## src/rtl/core/dpidtc_pkg.sv

```systemverilog
package dpidtc_pkg;

    // field and state widths
    localparam int MEAS_W    = 16;
    localparam int GAIN_W    = 16;
    localparam int ERR_W     = MEAS_W + 1;
    localparam int DER_W     = ERR_W + 1;
    localparam int SUM_W     = 32;
    localparam int FRAC_BITS = 8;
    localparam int LEVEL_W   = 7;
    localparam int LEVEL_MAX = 100;

    // integral is kept only while |error| is above this band
    localparam int INTEGRAL_BAND = 3;

    // product widths and the width of their sum
    localparam int PP_W    = GAIN_W + ERR_W;
    localparam int PI_W    = GAIN_W + SUM_W;
    localparam int PD_W    = GAIN_W + DER_W;
    localparam int TOTAL_W = PI_W + 2;

    // configuration register file
    localparam int CFG_NUM   = 8;
    localparam int CFG_IDX_W = 3;
    localparam int CFG_W     = 16;

    typedef enum logic [CFG_IDX_W-1:0] {
        CFG_DRIVE_KP     = 3'd0,
        CFG_DRIVE_KI     = 3'd1,
        CFG_DRIVE_KD     = 3'd2,
        CFG_TURN_KP      = 3'd3,
        CFG_TURN_KI      = 3'd4,
        CFG_TURN_KD      = 3'd5,
        CFG_DRIVE_TARGET = 3'd6,
        CFG_TURN_TARGET  = 3'd7
    } t_cfg_idx;

    typedef enum logic {
        CH_DRIVE = 1'b0,
        CH_TURN  = 1'b1
    } t_channel;

endpackage

```

## src/rtl/core/dual_pid_drive_turn_controller.sv

```systemverilog
// channel  | handshake                 | payload
// ---------+---------------------------+---------------------------------------
// input    | i_valid / o_ready         | i_channel, i_measurement
// output   | o_valid / i_ready         | o_drive_level, o_at_target
// config   | i_cfg_we (no wait)        | i_cfg_idx, i_cfg_data
//
// single pass: an input register, then error, integral, the three products and
// the clamp in one combinational step into the result register
// o_valid rises as an item moves from the input register to the result register;
// one transaction per cycle sustained while i_ready stays high
// loop state updates as an item moves into the result register, so back to back
// samples on the same loop see fresh state
// synchronous active low reset clears gains, targets, loop state and valids
// a stall on the output holds the result, one more transaction parks in the
// input register, and then o_ready drops
module dual_pid_drive_turn_controller
    import dpidtc_pkg::*;
(
    input  logic                      i_clk,
    input  logic                      i_rst_n,
    input  logic                      i_cfg_we,
    input  logic [CFG_IDX_W-1:0]      i_cfg_idx,
    input  logic [CFG_W-1:0]          i_cfg_data,
    input  logic                      i_valid,
    output logic                      o_ready,
    input  logic                      i_channel,
    input  logic signed [MEAS_W-1:0]  i_measurement,
    output logic                      o_valid,
    input  logic                      i_ready,
    output logic [LEVEL_W-1:0]        o_drive_level,
    output logic                      o_at_target
);

    // configuration registers
    logic [CFG_W-1:0] r_cfg [CFG_NUM];

    // loop state
    logic signed [ERR_W-1:0] r_drive_last, r_turn_last;
    logic signed [SUM_W-1:0] r_drive_sum, r_turn_sum;

    // input register
    logic                     r_in_v;
    logic                     r_in_ch;
    logic signed [MEAS_W-1:0] r_in_meas;

    // result register
    logic               r_out_v;
    logic [LEVEL_W-1:0] r_level;
    logic               r_zero;

    // flow control
    logic w_out_rdy, w_in_rdy;
    logic w_accept, w_move;

    // error, derivative and integral
    logic signed [MEAS_W-1:0] w_target;
    logic signed [ERR_W-1:0]  w_last;
    logic signed [SUM_W-1:0]  w_sum_old;
    logic signed [ERR_W-1:0]  n_err;
    logic signed [DER_W-1:0]  n_der;
    logic signed [SUM_W:0]    w_sum_ext;
    logic signed [SUM_W-1:0]  w_sum_sat;
    logic signed [SUM_W-1:0]  n_sum;
    logic signed [ERR_W-1:0]  w_band_pos, w_band_neg;
    logic                     w_out_band;
    logic                     n_zero;

    // products, sum and clamp
    logic signed [GAIN_W-1:0]  w_kp, w_ki, w_kd;
    logic signed [PP_W-1:0]    w_pp;
    logic signed [PI_W-1:0]    w_pi;
    logic signed [PD_W-1:0]    w_pd;
    logic signed [TOTAL_W-1:0] w_total;
    logic signed [TOTAL_W-1:0] w_total_lim;
    logic [LEVEL_W-1:0]        n_level;

    // the result register takes data when empty or draining, the input
    // register when empty or handing its item on
    assign w_out_rdy = !r_out_v || i_ready;
    assign w_in_rdy  = !r_in_v || w_out_rdy;
    assign o_ready   = w_in_rdy;
    assign w_accept  = i_valid && w_in_rdy;
    assign w_move    = r_in_v && w_out_rdy;

    // error, derivative and integral for the selected loop
    always_comb begin
        w_target  = (r_in_ch == CH_TURN) ? $signed(r_cfg[CFG_TURN_TARGET])
                                         : $signed(r_cfg[CFG_DRIVE_TARGET]);
        w_last    = (r_in_ch == CH_TURN) ? r_turn_last : r_drive_last;
        w_sum_old = (r_in_ch == CH_TURN) ? r_turn_sum : r_drive_sum;

        n_err  = ERR_W'(w_target) - ERR_W'(r_in_meas);
        n_der  = DER_W'(n_err) - DER_W'(w_last);
        n_zero = (n_err == '0);

        w_band_pos = ERR_W'(INTEGRAL_BAND);
        w_band_neg = -w_band_pos;
        w_out_band = (n_err > w_band_pos) || (n_err < w_band_neg);

        // saturating accumulate: top two bits disagree on overflow
        w_sum_ext = (SUM_W+1)'(w_sum_old) + (SUM_W+1)'(n_err);
        if (w_sum_ext[SUM_W] != w_sum_ext[SUM_W-1]) begin
            w_sum_sat = w_sum_ext[SUM_W] ? {1'b1, {(SUM_W-1){1'b0}}}
                                         : {1'b0, {(SUM_W-1){1'b1}}};
        end else begin
            w_sum_sat = w_sum_ext[SUM_W-1:0];
        end
        n_sum = w_out_band ? w_sum_sat : '0;
    end

    // gain products
    always_comb begin
        w_kp = (r_in_ch == CH_TURN) ? $signed(r_cfg[CFG_TURN_KP])
                                    : $signed(r_cfg[CFG_DRIVE_KP]);
        w_ki = (r_in_ch == CH_TURN) ? $signed(r_cfg[CFG_TURN_KI])
                                    : $signed(r_cfg[CFG_DRIVE_KI]);
        w_kd = (r_in_ch == CH_TURN) ? $signed(r_cfg[CFG_TURN_KD])
                                    : $signed(r_cfg[CFG_DRIVE_KD]);
        w_pp = PP_W'(w_kp) * PP_W'(n_err);
        w_pi = PI_W'(w_ki) * PI_W'(n_sum);
        w_pd = PD_W'(w_kd) * PD_W'(n_der);
    end

    // sum of terms, drop the gain fraction and clamp to 0..LEVEL_MAX
    always_comb begin
        w_total     = TOTAL_W'(w_pp) + TOTAL_W'(w_pi) + TOTAL_W'(w_pd);
        w_total_lim = TOTAL_W'((LEVEL_MAX + 1) * (2 ** FRAC_BITS));
        if (w_total <= 0) begin
            n_level = '0;
        end else if (w_total >= w_total_lim) begin
            n_level = LEVEL_W'(LEVEL_MAX);
        end else begin
            n_level = w_total[FRAC_BITS +: LEVEL_W];
        end
    end

    // control and loop state
    always_ff @(posedge i_clk) begin
        if (!i_rst_n) begin
            for (int i = 0; i < CFG_NUM; i++) begin
                r_cfg[i] <= '0;
            end
            r_drive_last <= '0;
            r_turn_last  <= '0;
            r_drive_sum  <= '0;
            r_turn_sum   <= '0;
            r_in_v       <= 1'b0;
            r_out_v      <= 1'b0;
        end else begin
            if (i_cfg_we) begin
                r_cfg[i_cfg_idx] <= i_cfg_data;
            end
            if (w_move) begin
                if (r_in_ch == CH_TURN) begin
                    r_turn_last <= n_err;
                    r_turn_sum  <= n_sum;
                end else begin
                    r_drive_last <= n_err;
                    r_drive_sum  <= n_sum;
                end
            end
            if (w_in_rdy) begin
                r_in_v <= i_valid;
            end
            if (w_out_rdy) begin
                r_out_v <= r_in_v;
            end
        end
    end

    // datapath registers
    always_ff @(posedge i_clk) begin
        if (w_accept) begin
            r_in_ch   <= i_channel;
            r_in_meas <= i_measurement;
        end
        if (w_move) begin
            r_level <= n_level;
            r_zero  <= n_zero;
        end
    end

    assign o_valid       = r_out_v;
    assign o_drive_level = r_level;
    assign o_at_target   = r_zero;

    // a nonzero integral means the last error was outside the band
    a_drive_sum_band: assert property (@(posedge i_clk) disable iff (!i_rst_n)
        (r_drive_sum != '0) |-> ((r_drive_last > w_band_pos) || (r_drive_last < w_band_neg)))
        else $error("drive integral held inside band");

    a_turn_sum_band: assert property (@(posedge i_clk) disable iff (!i_rst_n)
        (r_turn_sum != '0) |-> ((r_turn_last > w_band_pos) || (r_turn_last < w_band_neg)))
        else $error("turn integral held inside band");

    // an in-band sample on the drive loop clears its integral
    a_drive_clear: assert property (@(posedge i_clk) disable iff (!i_rst_n)
        (w_move && (r_in_ch == CH_DRIVE) && !w_out_band) |=> (r_drive_sum == '0))
        else $error("drive integral not cleared");

    // level never leaves its clamp range
    a_level_range: assert property (@(posedge i_clk) disable iff (!i_rst_n)
        o_valid |-> (o_drive_level <= LEVEL_W'(LEVEL_MAX)))
        else $error("level above clamp");

    // the result register empties only through a transaction
    a_out_drain: assert property (@(posedge i_clk) disable iff (!i_rst_n)
        (r_out_v && !i_ready) |=> r_out_v)
        else $error("output lost while stalled");

endmodule

```

## config.mk

```make
export PLATFORM = sky130hd
export DESIGN_NAME = dual_pid_drive_turn_controller
export DESIGN_NICKNAME = d
export VERILOG_FILES = /design/src/rtl/core/dpidtc_pkg.sv /design/src/rtl/core/dual_pid_drive_turn_controller.sv
export SDC_FILE = /design/constraint.sdc
export NUM_CORES = 2
export LEC_CHECK = 0
export ABC_AREA = 1
export BUFFER_PORTS_ARGS = -buffer_cell sky130_fd_sc_hd__buf_2
export CAP_MARGIN = 20
export CELL_PAD_IN_SITES_DETAIL_PLACEMENT = 0
export CELL_PAD_IN_SITES_GLOBAL_PLACEMENT = 1
export CORE_MARGIN = 1.5
export CORE_UTILIZATION = 52
export CTS_CLUSTER_SIZE = 40
export DETAILED_ROUTE_END_ITERATION = 8
export HOLD_SLACK_MARGIN = 0.06
export PLACE_DENSITY_LB_ADDON = 0.1
export SYNTH_ARGS = -nofsm -noshare
export SYNTH_HDL_FRONTEND = slang
export SYNTH_SLANG_ARGS = --single-unit
```

## constraint.sdc

```tcl
create_clock -name i_clk -period 16.69 [get_ports i_clk]
set_clock_uncertainty 0.2 [all_clocks]
set_input_delay 1.669 -clock i_clk [delete_from_list [all_inputs] [get_ports i_clk]]
set_output_delay 1.669 -clock i_clk [all_outputs]
set_load 0.01 [all_outputs]
```

==> reports/results.ini <==
[cells_and_area]
instances_no_fill=7818
fin_nets=8017
layout-drive-gt1-share=0.05137
synthToLayoutAreaGrowth_pct=4.992

[timing]
fin_ws_ns=1.948
finalHoldViolations=0
rsz0062_at_grt=no
maxSlewHeadroom=0.1983
finalMaxSlewViolations=0
setup_viol=0
finalCriticalPeriod_ns=14.74
fin_setup_tns_ns=0
max_freq_ghz=0.06783
tightest_slew_ns=1.190
fin_crit_sh=0.8833

[critical_path]
path_max_fanout=38
arrival_ns=14.87
required_ns=16.82
crit_type=flip-flop to flip-flop
crit_path_end_kind=flip-flop
max_stage_delay_ns=0.67
cpMostUsedCell=nand2_1
start_kind=flip-flop
cp_slowest_cell=nand2_1

[floorplanning]
row_count=119
ios=51
die_w_um=328.9
core_um2=105300
start_util=0.5245
dieHeight_um=328.9
die_area_um2=108100

[placement]
gp_congestion=1.011
dp_cells=7765
port_buffers=50
hpwl_um=159800
place_ws_ns=1.841

[yosys]
synth.avg_cell_area_um2=8.578
synth_edf_count=153
async_reset_ff_frac=0
synth_top_area_share=0.4645
yosysSeqAreaShare=0.1195
synth_top_cells_by_area=fa_1 (46%), inv_1 (11%), edfxtp_1 (8.3%), nand2_1 (8.1%), ha_1 (6.6%)
yosysWarnings=0
syn_area_um2=55210
synthFlopType=edfxtp_1
yosysUniqueCellTypes=49
synth_nets=8050
synth-seq-cells=253
synth_top_cell_by_area=fa_1
synthCells=6437

[clocking]
cts_num_sinks=253
ctsRootBufferMaster=clkbuf_16
ctsResizeCount=0
clock_latency_ns=0.59
clockBufferDepth=3
cts_hold_buf=0
numCtsBuffers=26
cts_tree=done
htree_num_levels=1
path_clk_slew_ns=0.07
cts_setup_buffers=0

[global_route]
grt_pass1_vias=44208
antenna_found_initial=9
grt_pass1_wl_um=284300
grt_overflow_total=0
grt_max_degree=90
grtUsageTotal=0.3628

[run_status]
outcome=finished clean

[hold_path]
hold_path.class=flip-flop to flip-flop

[drt]
vias=42207
antenna_left=0
drt_iter0_markers=3766
drc_errors=0
firstDrtPassIters=8
viasPerCell=5.399
routedWlPerCell_um=23.95
wl_um=187300

[run]
cap_viol_max_count=0

-- path summary, 6_finish.rpt --
path,start,to,slack [ns],cells past startpoint
max reg2reg,r_in_ch$_DFFE_PP_,o_drive_level[3]$_SDFFCE_PP0P_,1.95,59
min,r_drive_last[12]$_SDFFE_PN0P_,r_drive_last[12]$_SDFFE_PN0P_,0.30,2
max,r_in_ch$_DFFE_PP_,o_drive_level[3]$_SDFFCE_PP0P_,1.95,59
min reg2reg,r_drive_last[12]$_SDFFE_PN0P_,r_drive_last[12]$_SDFFE_PN0P_,0.30,2
-- logic make-up after synthesis --
kind of cell | synth area share
compound gates | 0.04713
xor+xnor | 0.01221
fa+ha+maj | 0.5304
buf+inv | 0.1290
flops | 0.1195
mux | 0.0003626
simple gates | 0.1614
-- area by class of cell --
cell class                      instances  area (um^2)
Sequential cell                       253         6596
Fill cell                            9872        47300
Timing Repair Buffer                  148         1011
Inverter                             1627         6107
Clock buffer                           30        685.7
Multi-Input combinational cell       4348        41550
Clock inverter                         18        270.3
Tap cell                             1391         1740
Antenna cell                            3        7.507
-- routing by layer --
layer | vias up | share of wire | track usage
li1 | 18695 | - | -
met1 | 21468 | 0.42 | 0.5128
met2 | 1736 | 0.43 | 0.5400
met3 | 300 | 0.10 | 0.09980
met4 | 8 | 0.042 | 0.1213
met5 | - | 0.00024 | 0.001331
-- worst max-delay path, delay by kind of cell (launching register included) --
family / cells / cell delay (ns)
buffers and inverters: 10 / 1.73
adder cells (fa/ha/maj): 12 / 5.74
AO/OA/AOI/OAI: 3 / 0.36
XOR/XNOR: 2 / 0.65
flip-flops: 1 / 0.45
AND/OR/NAND/NOR: 32 / 5.29
-- state kept, by name (all words and copies together) (netlist names) --
signal,flops
o_drive_level,7
r_drive_last,17
o_at_target,1
r_turn_last,17
r_in_meas,16
r_turn_sum,32
o_valid,1
r_in_v,1
r_in_ch,1
r_drive_sum,32
r_cfg,128
-- Yosys cell counts, types with 7 or more instances --
| library cell | n |
|---|---|
| dfxtp_1 | 100 |
| nand2_2 | 32 |
| buf_2 | 9 |
| xnor2_1 | 35 |
| nand4_1 | 21 |
| o21bai_1 | 10 |
| o21ai_0 | 200 |
| clkbuf_1 | 166 |
| ha_1 | 291 |
| nand2_4 | 12 |
| clkinv_1 | 10 |
| fa_1 | 1281 |
| buf_6 | 22 |
| a31oi_1 | 10 |
| or2_2 | 39 |
| nand2_1 | 1186 |
| o211ai_1 | 14 |
| a21oi_2 | 15 |
| a21oi_1 | 192 |
| nor3_1 | 22 |
| edfxtp_1 | 153 |
| nand3_1 | 130 |
| inv_1 | 1600 |
| inv_2 | 17 |
| xor2_1 | 42 |
| buf_4 | 7 |
| nor2_1 | 749 |
| o21ai_1 | 18 |
-- layout by cell type (no fill, tap or decap), types with 32 or more instances in the layout --
cell type / n
inv_1: 1599
nand2_2: 32
nand3_1: 130
xor2_1: 41
buf_4: 96
ha_1: 291
or2_2: 39
nand2_1: 1186
buf_2: 50
fa_1: 1281
nor2_1: 747
dfxtp_1: 100
xnor2_1: 35
edfxtp_1: 153
a21oi_1: 192
o21ai_0: 179
-- stage by stage --
step	instance area, um^2	util	hold slack (ns)
finish	57970	0.5507	0.2996
global route	57960	0.5506	0.3207
CTS	57920	0.5502	0.3005
detailed placement	56970	0.5412	0.2774
global placement	56960	0.5411	0.2771
floorplan	55210	-	0.2624
Power is left out: the tool's default activity adds up to more than one toggle a clock period on the data nets, which glitch-free logic cannot reach.
